--- config.mk ---
export PLATFORM = sky130hd
export DESIGN_NAME = virtual_segment_translator
export DESIGN_NICKNAME = d
export VERILOG_FILES = /design/src/vst_pkg.sv /design/src/vst_cell.sv /design/src/virtual_segment_translator.sv
export SDC_FILE = /design/constraint.sdc
export NUM_CORES = 2
export LEC_CHECK = 0
export BUFFER_PORTS_ARGS = -buffer_cell sky130_fd_sc_hd__buf_2
export CORE_MARGIN = 5
export CORE_UTILIZATION = 40
export CTS_CLUSTER_DIAMETER = 150
export DETAILED_ROUTE_END_ITERATION = 8
export GPL_ROUTABILITY_DRIVEN = 1
export PLACE_DENSITY = 0.66
export SLEW_MARGIN = 10
export SYNTH_ARGS = -nofsm -noshare
export SYNTH_HDL_FRONTEND = slang
export SYNTH_HIERARCHICAL = 1
export SYNTH_SLANG_ARGS = --single-unit
--- constraint.sdc ---
create_clock -name aclk -period 15.4 [get_ports aclk]
set_input_delay 3.08 -clock aclk [delete_from_list [all_inputs] [get_ports aclk]]
set_output_delay 3.08 -clock aclk [all_outputs]
set_load 0.1 [all_outputs]
--- src/vst_pkg.sv ---
// Shared constants and types for the virtual segment translator.
// Used by vst_cell and virtual_segment_translator; no dependencies.
`default_nettype none

package vst_pkg;

    localparam int MAX_REGIONS = 16;
    localparam int ALIGN_BITS  = 10;
    localparam int IDX_W       = (MAX_REGIONS > 1) ? $clog2(MAX_REGIONS) : 1;
    localparam int CNT_W       = $clog2(MAX_REGIONS + 1);
    localparam int ENTRY_W     = 4;

    localparam logic [31:0] RESET_VBASE = 32'd1048576;
    localparam logic [31:0] ALIGN_MASK  = 32'((64'd1 << ALIGN_BITS) - 64'd1);

    typedef enum logic [1:0] {
        ST_OK      = 2'd0,
        ST_INVALID = 2'd1,
        ST_BADADDR = 2'd2,
        ST_FULL    = 2'd3
    } status_t;

    typedef enum logic {
        CMD_MAP     = 1'b0,
        CMD_RESOLVE = 1'b1
    } command_t;

    // lookup request walking down the cell chain
    typedef struct packed {
        logic             valid;
        logic             hit;
        logic [31:0]      addr;
        logic [IDX_W-1:0] idx;
        logic [31:0]      rbase;
        logic [31:0]      diff;
    } token_t;

    // entry write into one cell
    typedef struct packed {
        logic        we;
        logic [31:0] vbase;
        logic [31:0] rbase;
        logic [30:0] len;
    } entry_wr_t;

endpackage

`default_nettype wire

--- src/vst_cell.sv ---
// One table entry of the segment chain: holds base/length and checks the
// passing lookup request against it. Depends on vst_pkg.
`default_nettype none

module vst_cell (
    input  wire logic               aclk,
    input  wire logic               aresetn,
    input  wire logic               live,
    input  wire vst_pkg::entry_wr_t wr,
    input  wire vst_pkg::token_t    tok_in,
    input  wire logic [vst_pkg::IDX_W-1:0] my_idx,
    output vst_pkg::token_t         tok_out
);

    logic [31:0]     vbase_reg;
    logic [31:0]     rbase_reg;
    logic [30:0]     len_reg;
    vst_pkg::token_t tok_reg;
    vst_pkg::token_t tok_next;
    logic [31:0]     diff;
    logic            match;

    always_ff @(posedge aclk) begin
        if (wr.we) begin
            vbase_reg <= wr.vbase;
            rbase_reg <= wr.rbase;
            len_reg   <= wr.len;
        end
    end

    // wrapped difference; a negative one has bit 31 set and never matches
    assign diff  = tok_in.addr - vbase_reg;
    assign match = live && !tok_in.hit && !diff[31] && (diff[30:0] < len_reg);

    always_comb begin
        tok_next = tok_in;
        if (match) begin
            tok_next.hit   = 1'b1;
            tok_next.idx   = my_idx;
            tok_next.rbase = rbase_reg;
            tok_next.diff  = diff;
        end
    end

    always_ff @(posedge aclk) begin
        if (!aresetn) begin
            tok_reg.valid <= 1'b0;
        end else begin
            tok_reg.valid <= tok_in.valid;
        end
        tok_reg.hit   <= tok_next.hit;
        tok_reg.addr  <= tok_next.addr;
        tok_reg.idx   <= tok_next.idx;
        tok_reg.rbase <= tok_next.rbase;
        tok_reg.diff  <= tok_next.diff;
    end

    assign tok_out = tok_reg;

endmodule

`default_nettype wire

--- src/virtual_segment_translator.sv ---
// Base-and-bounds segment translator: top level with map control and a chain
// of vst_cell entries walked by each lookup. Depends on vst_pkg, vst_cell.
// A map request is registered in the pending stage, then moved to the output register on m_;
// a resolve passes the head register, each cell, the result add and the output register.
// One request is in flight at a time; the next is taken once its result has moved to the
// output register, so stalls on m_ also hold off the next request.
// Reset (aresetn low, synchronous) empties the table and reloads the next base.
`default_nettype none

module virtual_segment_translator (
    input  wire logic         aclk,
    input  wire logic         aresetn,
    // request channel
    input  wire logic         s_tvalid,
    output logic              s_tready,
    input  wire logic [127:0] s_tdata,  // real_base, region_size, virt_addr, addr_offset, pad
    input  wire logic         s_tuser,  // command
    // result channel
    output logic              m_tvalid,
    input  wire logic         m_tready,
    output logic [71:0]       m_tdata,  // status, real_addr, assigned_base, entry_index, pad
    // configuration: first_virtual_base
    input  wire logic         cfg_valid,
    output logic              cfg_ready,
    input  wire logic [31:0]  cfg_data
);

    localparam int N = vst_pkg::MAX_REGIONS;

    typedef struct packed {
        vst_pkg::status_t             status;
        logic [31:0]                  real_addr;
        logic [31:0]                  assigned;
        logic [vst_pkg::ENTRY_W-1:0]  index;
    } result_t;

    logic [31:0]             real_base;
    logic [30:0]             region_size;
    logic [31:0]             virt_addr;
    logic [31:0]             addr_offset;
    vst_pkg::command_t       command;

    logic                    accept;
    logic                    busy_reg, busy_next;
    logic [vst_pkg::CNT_W-1:0] count_reg, count_next;
    logic [31:0]             next_virt_reg, next_virt_next;
    vst_pkg::token_t         head_reg, head_next;
    vst_pkg::token_t         tok [N+1];
    vst_pkg::entry_wr_t      wr [N];
    logic [N-1:0]            live;
    logic [N:0]              tok_valid;

    logic                    pend_valid_reg, pend_valid_next;
    result_t                 pend_reg, pend_next;
    logic                    out_valid_reg, out_valid_next;
    result_t                 out_reg;
    logic                    move;

    logic                    map_bad, map_full, map_commit;
    logic [31:0]             aligned_next;

    assign real_base   = s_tdata[31:0];
    assign region_size = s_tdata[62:32];
    assign virt_addr   = s_tdata[94:63];
    assign addr_offset = s_tdata[126:95];
    assign command     = vst_pkg::command_t'(s_tuser);

    assign s_tready  = !busy_reg;
    assign accept    = s_tvalid && s_tready;
    assign cfg_ready = 1'b1;

    assign map_bad      = (region_size == 31'd0) || (real_base == 32'd0);
    assign map_full     = (count_reg >= vst_pkg::CNT_W'(N));
    assign map_commit   = accept && (command == vst_pkg::CMD_MAP) && !map_bad && !map_full;
    assign aligned_next = (next_virt_reg + {1'b0, region_size} + vst_pkg::ALIGN_MASK)
                          & ~vst_pkg::ALIGN_MASK;

    // ---------------- cell chain ----------------
    assign tok[0] = head_reg;

    for (genvar i = 0; i < N; i++) begin : g_cell
        assign live[i]      = (count_reg > vst_pkg::CNT_W'(i));
        assign wr[i].we     = map_commit && (count_reg == vst_pkg::CNT_W'(i));
        assign wr[i].vbase  = next_virt_reg;
        assign wr[i].rbase  = real_base;
        assign wr[i].len    = region_size;
        assign tok_valid[i] = tok[i].valid;

        vst_cell u_cell (
            .aclk    (aclk),
            .aresetn (aresetn),
            .live    (live[i]),
            .wr      (wr[i]),
            .tok_in  (tok[i]),
            .my_idx  (vst_pkg::IDX_W'(i)),
            .tok_out (tok[i+1])
        );
    end
    assign tok_valid[N] = tok[N].valid;

    // ---------------- control ----------------
    assign move = pend_valid_reg && (!out_valid_reg || m_tready);

    always_comb begin
        head_next       = head_reg;
        head_next.valid = 1'b0;
        if (accept && command == vst_pkg::CMD_RESOLVE) begin
            head_next.valid = 1'b1;
            head_next.hit   = 1'b0;
            head_next.addr  = virt_addr + addr_offset;
            head_next.idx   = '0;
            head_next.rbase = '0;
            head_next.diff  = '0;
        end
    end

    always_comb begin
        count_next     = count_reg;
        next_virt_next = next_virt_reg;
        if (map_commit) begin
            count_next     = count_reg + vst_pkg::CNT_W'(1);
            next_virt_next = aligned_next;
        end else if (cfg_valid && cfg_ready && count_reg == '0) begin
            next_virt_next = cfg_data;
        end
    end

    always_comb begin
        pend_valid_next = pend_valid_reg;
        pend_next       = pend_reg;
        if (move) begin
            pend_valid_next = 1'b0;
        end
        if (accept && command == vst_pkg::CMD_MAP) begin
            pend_valid_next    = 1'b1;
            pend_next.real_addr = '0;
            pend_next.assigned  = '0;
            pend_next.index     = '0;
            priority if (map_bad) begin
                pend_next.status = vst_pkg::ST_INVALID;
            end else if (map_full) begin
                pend_next.status = vst_pkg::ST_FULL;
            end else begin
                pend_next.status   = vst_pkg::ST_OK;
                pend_next.assigned = next_virt_reg;
                pend_next.index    = vst_pkg::ENTRY_W'(count_reg);
            end
        end else if (tok[N].valid) begin
            pend_valid_next = 1'b1;
            if (tok[N].hit) begin
                pend_next.status    = vst_pkg::ST_OK;
                pend_next.real_addr = tok[N].rbase + tok[N].diff;
                pend_next.assigned  = '0;
                pend_next.index     = vst_pkg::ENTRY_W'(tok[N].idx);
            end else begin
                pend_next.status    = vst_pkg::ST_BADADDR;
                pend_next.real_addr = '0;
                pend_next.assigned  = '0;
                pend_next.index     = '0;
            end
        end
    end

    always_comb begin
        out_valid_next = out_valid_reg;
        if (move) begin
            out_valid_next = 1'b1;
        end else if (m_tready) begin
            out_valid_next = 1'b0;
        end
    end

    // busy from accept until the result leaves the pending stage
    always_comb begin
        busy_next = busy_reg;
        if (accept) begin
            busy_next = 1'b1;
        end else if (move) begin
            busy_next = 1'b0;
        end
    end

    always_ff @(posedge aclk) begin
        if (!aresetn) begin
            busy_reg       <= 1'b0;
            count_reg      <= '0;
            next_virt_reg  <= vst_pkg::RESET_VBASE;
            head_reg.valid <= 1'b0;
            pend_valid_reg <= 1'b0;
            out_valid_reg  <= 1'b0;
        end else begin
            busy_reg       <= busy_next;
            count_reg      <= count_next;
            next_virt_reg  <= next_virt_next;
            head_reg.valid <= head_next.valid;
            pend_valid_reg <= pend_valid_next;
            out_valid_reg  <= out_valid_next;
        end
        head_reg.hit   <= head_next.hit;
        head_reg.addr  <= head_next.addr;
        head_reg.idx   <= head_next.idx;
        head_reg.rbase <= head_next.rbase;
        head_reg.diff  <= head_next.diff;
        pend_reg       <= pend_next;
        if (move) begin
            out_reg <= pend_reg;
        end
    end

    assign m_tvalid = out_valid_reg;
    assign m_tdata  = {2'b00, out_reg.index, out_reg.assigned, out_reg.real_addr,
                       out_reg.status};

`ifndef SYNTHESIS
    // at most one lookup walks the chain
    a_one_token: assert property (@(posedge aclk) disable iff (!aresetn)
        $countones(tok_valid) <= 1)
        else $error("more than one lookup in the cell chain");

    // idle block holds nothing in the chain or the pending stage
    a_idle_empty: assert property (@(posedge aclk) disable iff (!aresetn)
        !busy_reg |-> (tok_valid == '0 && !pend_valid_reg && !head_reg.valid))
        else $error("work in flight while not busy");

    // table count never exceeds its depth
    a_count_max: assert property (@(posedge aclk) disable iff (!aresetn)
        count_reg <= vst_pkg::CNT_W'(N))
        else $error("entry count beyond table depth");

    // a successful map bumps the count by one
    a_map_count: assert property (@(posedge aclk) disable iff (!aresetn)
        map_commit |=> count_reg == $past(count_reg) + vst_pkg::CNT_W'(1))
        else $error("map did not advance entry count");
`endif

endmodule

`default_nettype wire
==> results.md <==
* VDD IR max at ~110 µV
* WL final at 362000 µm
* Mapped Area at 145000 µm²
* Die height at between 600 and 700 µm
* Worst R2R Start: head_reg[68]
* Post-cts hold buffer count at 0
* Core ar. at 362000 µm²
* DRT antenna net count at 0
* Io pins at ~240
* Clock Path Buffers at 4
* CTS sink count at 3333
* Post-synthesis area per instance at between 10 and 15 µm²
* Final Util at 0.454
* Routed met3 length at 16300 µm
* Final instance area at 164000 µm²
* Area delta synth->final at 13.1%
* Largest net degree at the start of global routing at 70
* Fillers at approximately 33k
* Vias in the first global route at 88.2k
* Detailed route wirelength on metal2 at ~170000 µm
* Worst setup SP type: input port
* Req. time, crit path at approximately 16 ns
* Critical Path Most Common Cell: buf_4
* CP max stage cell: nand4_1
* CTS tree: built
* Number of synthesis warnings at 6
* Vias at 89.1k
* PD cells at around 120 nW/µm²
* Net count, final at 13.6k
* Post-cts sizing count at 0
* Delay-heaviest family, CP: buffers and inverters
* Final min period at 7.72 ns
* Clk Latency, worst-skew pair at 0.95 ns
* Clock Skews at 0.0913 ns
* Initial DRC count at 6437
* Status: finished clean
* Row cnt at 221
* R2R Setup Slk at approximately 8.5 ns
* Highest routed layer: met5
* Gr usage total at 0.188
* Detail Placement HPWL at 270000 µm
* Crit Path Max Fanout at 58
* Hold Crit Class: flop to flop
* CP Cell Sequence: buf_2, buf_4, nor4_1, nand4_1, o22ai_1, or2_2, nor2_4, buf_4, nand3_1, nor4_2, buf_4, buf_4
* Post-Syn Instances at 11.7k
* Initial Utilization at 0.401
* Port Buf Inserts at 236
* Crit-path max cell delay at roughly 0.77 ns
* Pins Over Slew Limit at 0
* R2R depth at 18
* Routed vias/inst at roughly 5.1
* Max Freq at 0.130 GHz
* Placed cell areas at 153000 µm²
* Met1 wire length at ~160000 µm
* Final GP Congestion at 0.930
* Share of cells above drive strength 1 at 0.170
* CP Capture Type: flop
* Crit path buffers/inverters at 5
* Fin crit share at 0.501
* CTS H-Tree Depth at 5
* Hold Path Sink: g_cell[7].u_cell/tok_out[98]
* Antenna violations before repair at 38
* Max reg flops at around 1.6k
* MaxCap Viol Count at 0
* Grt ovf at 0
* DRT Pass-1 Iters at 6
* Routed len/inst at 20.7 µm
* Final Hold Violating Endpoints at 0
* Data arrival, critical path at 8.24 ns
* Setup TNS at 0 ns
* Slew @ Worst Pin at 1.20 ns
* Root Driver: clkbuf_16
* Unrepaired setup endpoints after global routing: false
* CTS clk-pin slew, worst paths at 0.06 ns
* Static leakage at 0.0681 µW
* Hold Path Cell Cnt at 0
* RR Endpoint: g_cell[0].u_cell/tok_out[46]
* # setup viols final at 0
* Drt drc at 0
* Min-delay src: g_cell[6].u_cell/tok_out[98]
* Critical path type: input port to flop
* Full die area at 375000 µm²
* Slew Limit Headroom at 0.180
* First-pass GRT wire length at roughly 540000 µm
* # Post-CTS Setup Buffers at 0
* Cts bufs inserted at 332
* Die Wd at about 610 µm
## metrics by stage
step / std cells / total power (µW) / worst slack [ns] / hold slack, ns
detailed placement: 16800 / 12300 / 6.81 / 0.342
global route: 17400 / 21300 / 7.49 / 0.336
CTS: 17400 / 20600 / 7.75 / 0.328
floorplan: 11900 / 11500 / 1.30 / 0.331
finish: 17400 / 20400 / 7.68 / 0.320
global placement: 16800 / 12300 / 6.83 / 0.340
## layout make-up
class / count / area [µm²] / area share
antenna: 58 / 145 / 0.000884
clock buffer: 465 / 9440 / 0.0575
clock inverter: 149 / 1940 / 0.0118
inverter: 1191 / 4470 / 0.0272
multi-input combinational: 7089 / 56700 / 0.345
sequential: 3333 / 83300 / 0.507
tap: 4794 / 6000 / 0.0365
timing repair buffer: 369 / 2180 / 0.0133
## per-layer routing
metal	GRT usage	vias to the layer above
met2	0.306	2222
met4	0.0900	2
met5	0	-
met3	0.0206	698
li1	-	43500
met1	0.250	42800
## placed cells by master (no fill, tap or decap), types with 137 or more instances in the layout
cell type	instances
dfxtp_1	1673
edfxtp_1	1660
inv_1	1183
ha_1	1101
mux2_2	953
a21oi_1	657
nand2_1	570
nor2_1	492
a21o_1	351
clkbuf_16	344
o21ai_0	325
xnor2_1	313
buf_2	236
xor2_1	170
nor3_1	169
nand4_1	149
nand3_1	146
conb_1	137
## where the power goes
part           total (µW)  internal (µW)  switching, µW
clock                8330           4920           3410
sequential           9900           9720            183
combinational        2210            891           1320
total               20400          15500           4920
## worst max path at each step
stage               slack (ns)         from  depth (start not counted)                              to
global placement          6.83  s_tdata[35]                         12  g_cell[2].u_cell/rbase_reg[28]
finish                    7.68  s_tdata[34]                         12   g_cell[2].u_cell/vbase_reg[5]
global route              7.49  s_tdata[34]                         12   g_cell[2].u_cell/vbase_reg[5]
floorplan                 1.30     s_tvalid                          7     g_cell[2].u_cell/len_reg[0]
detailed placement        6.81  s_tdata[34]                         12  g_cell[2].u_cell/rbase_reg[30]
CTS                       7.75  s_tdata[34]                         12   g_cell[2].u_cell/vbase_reg[9]
No activity file was read; power rests on OpenSTA's default activity.
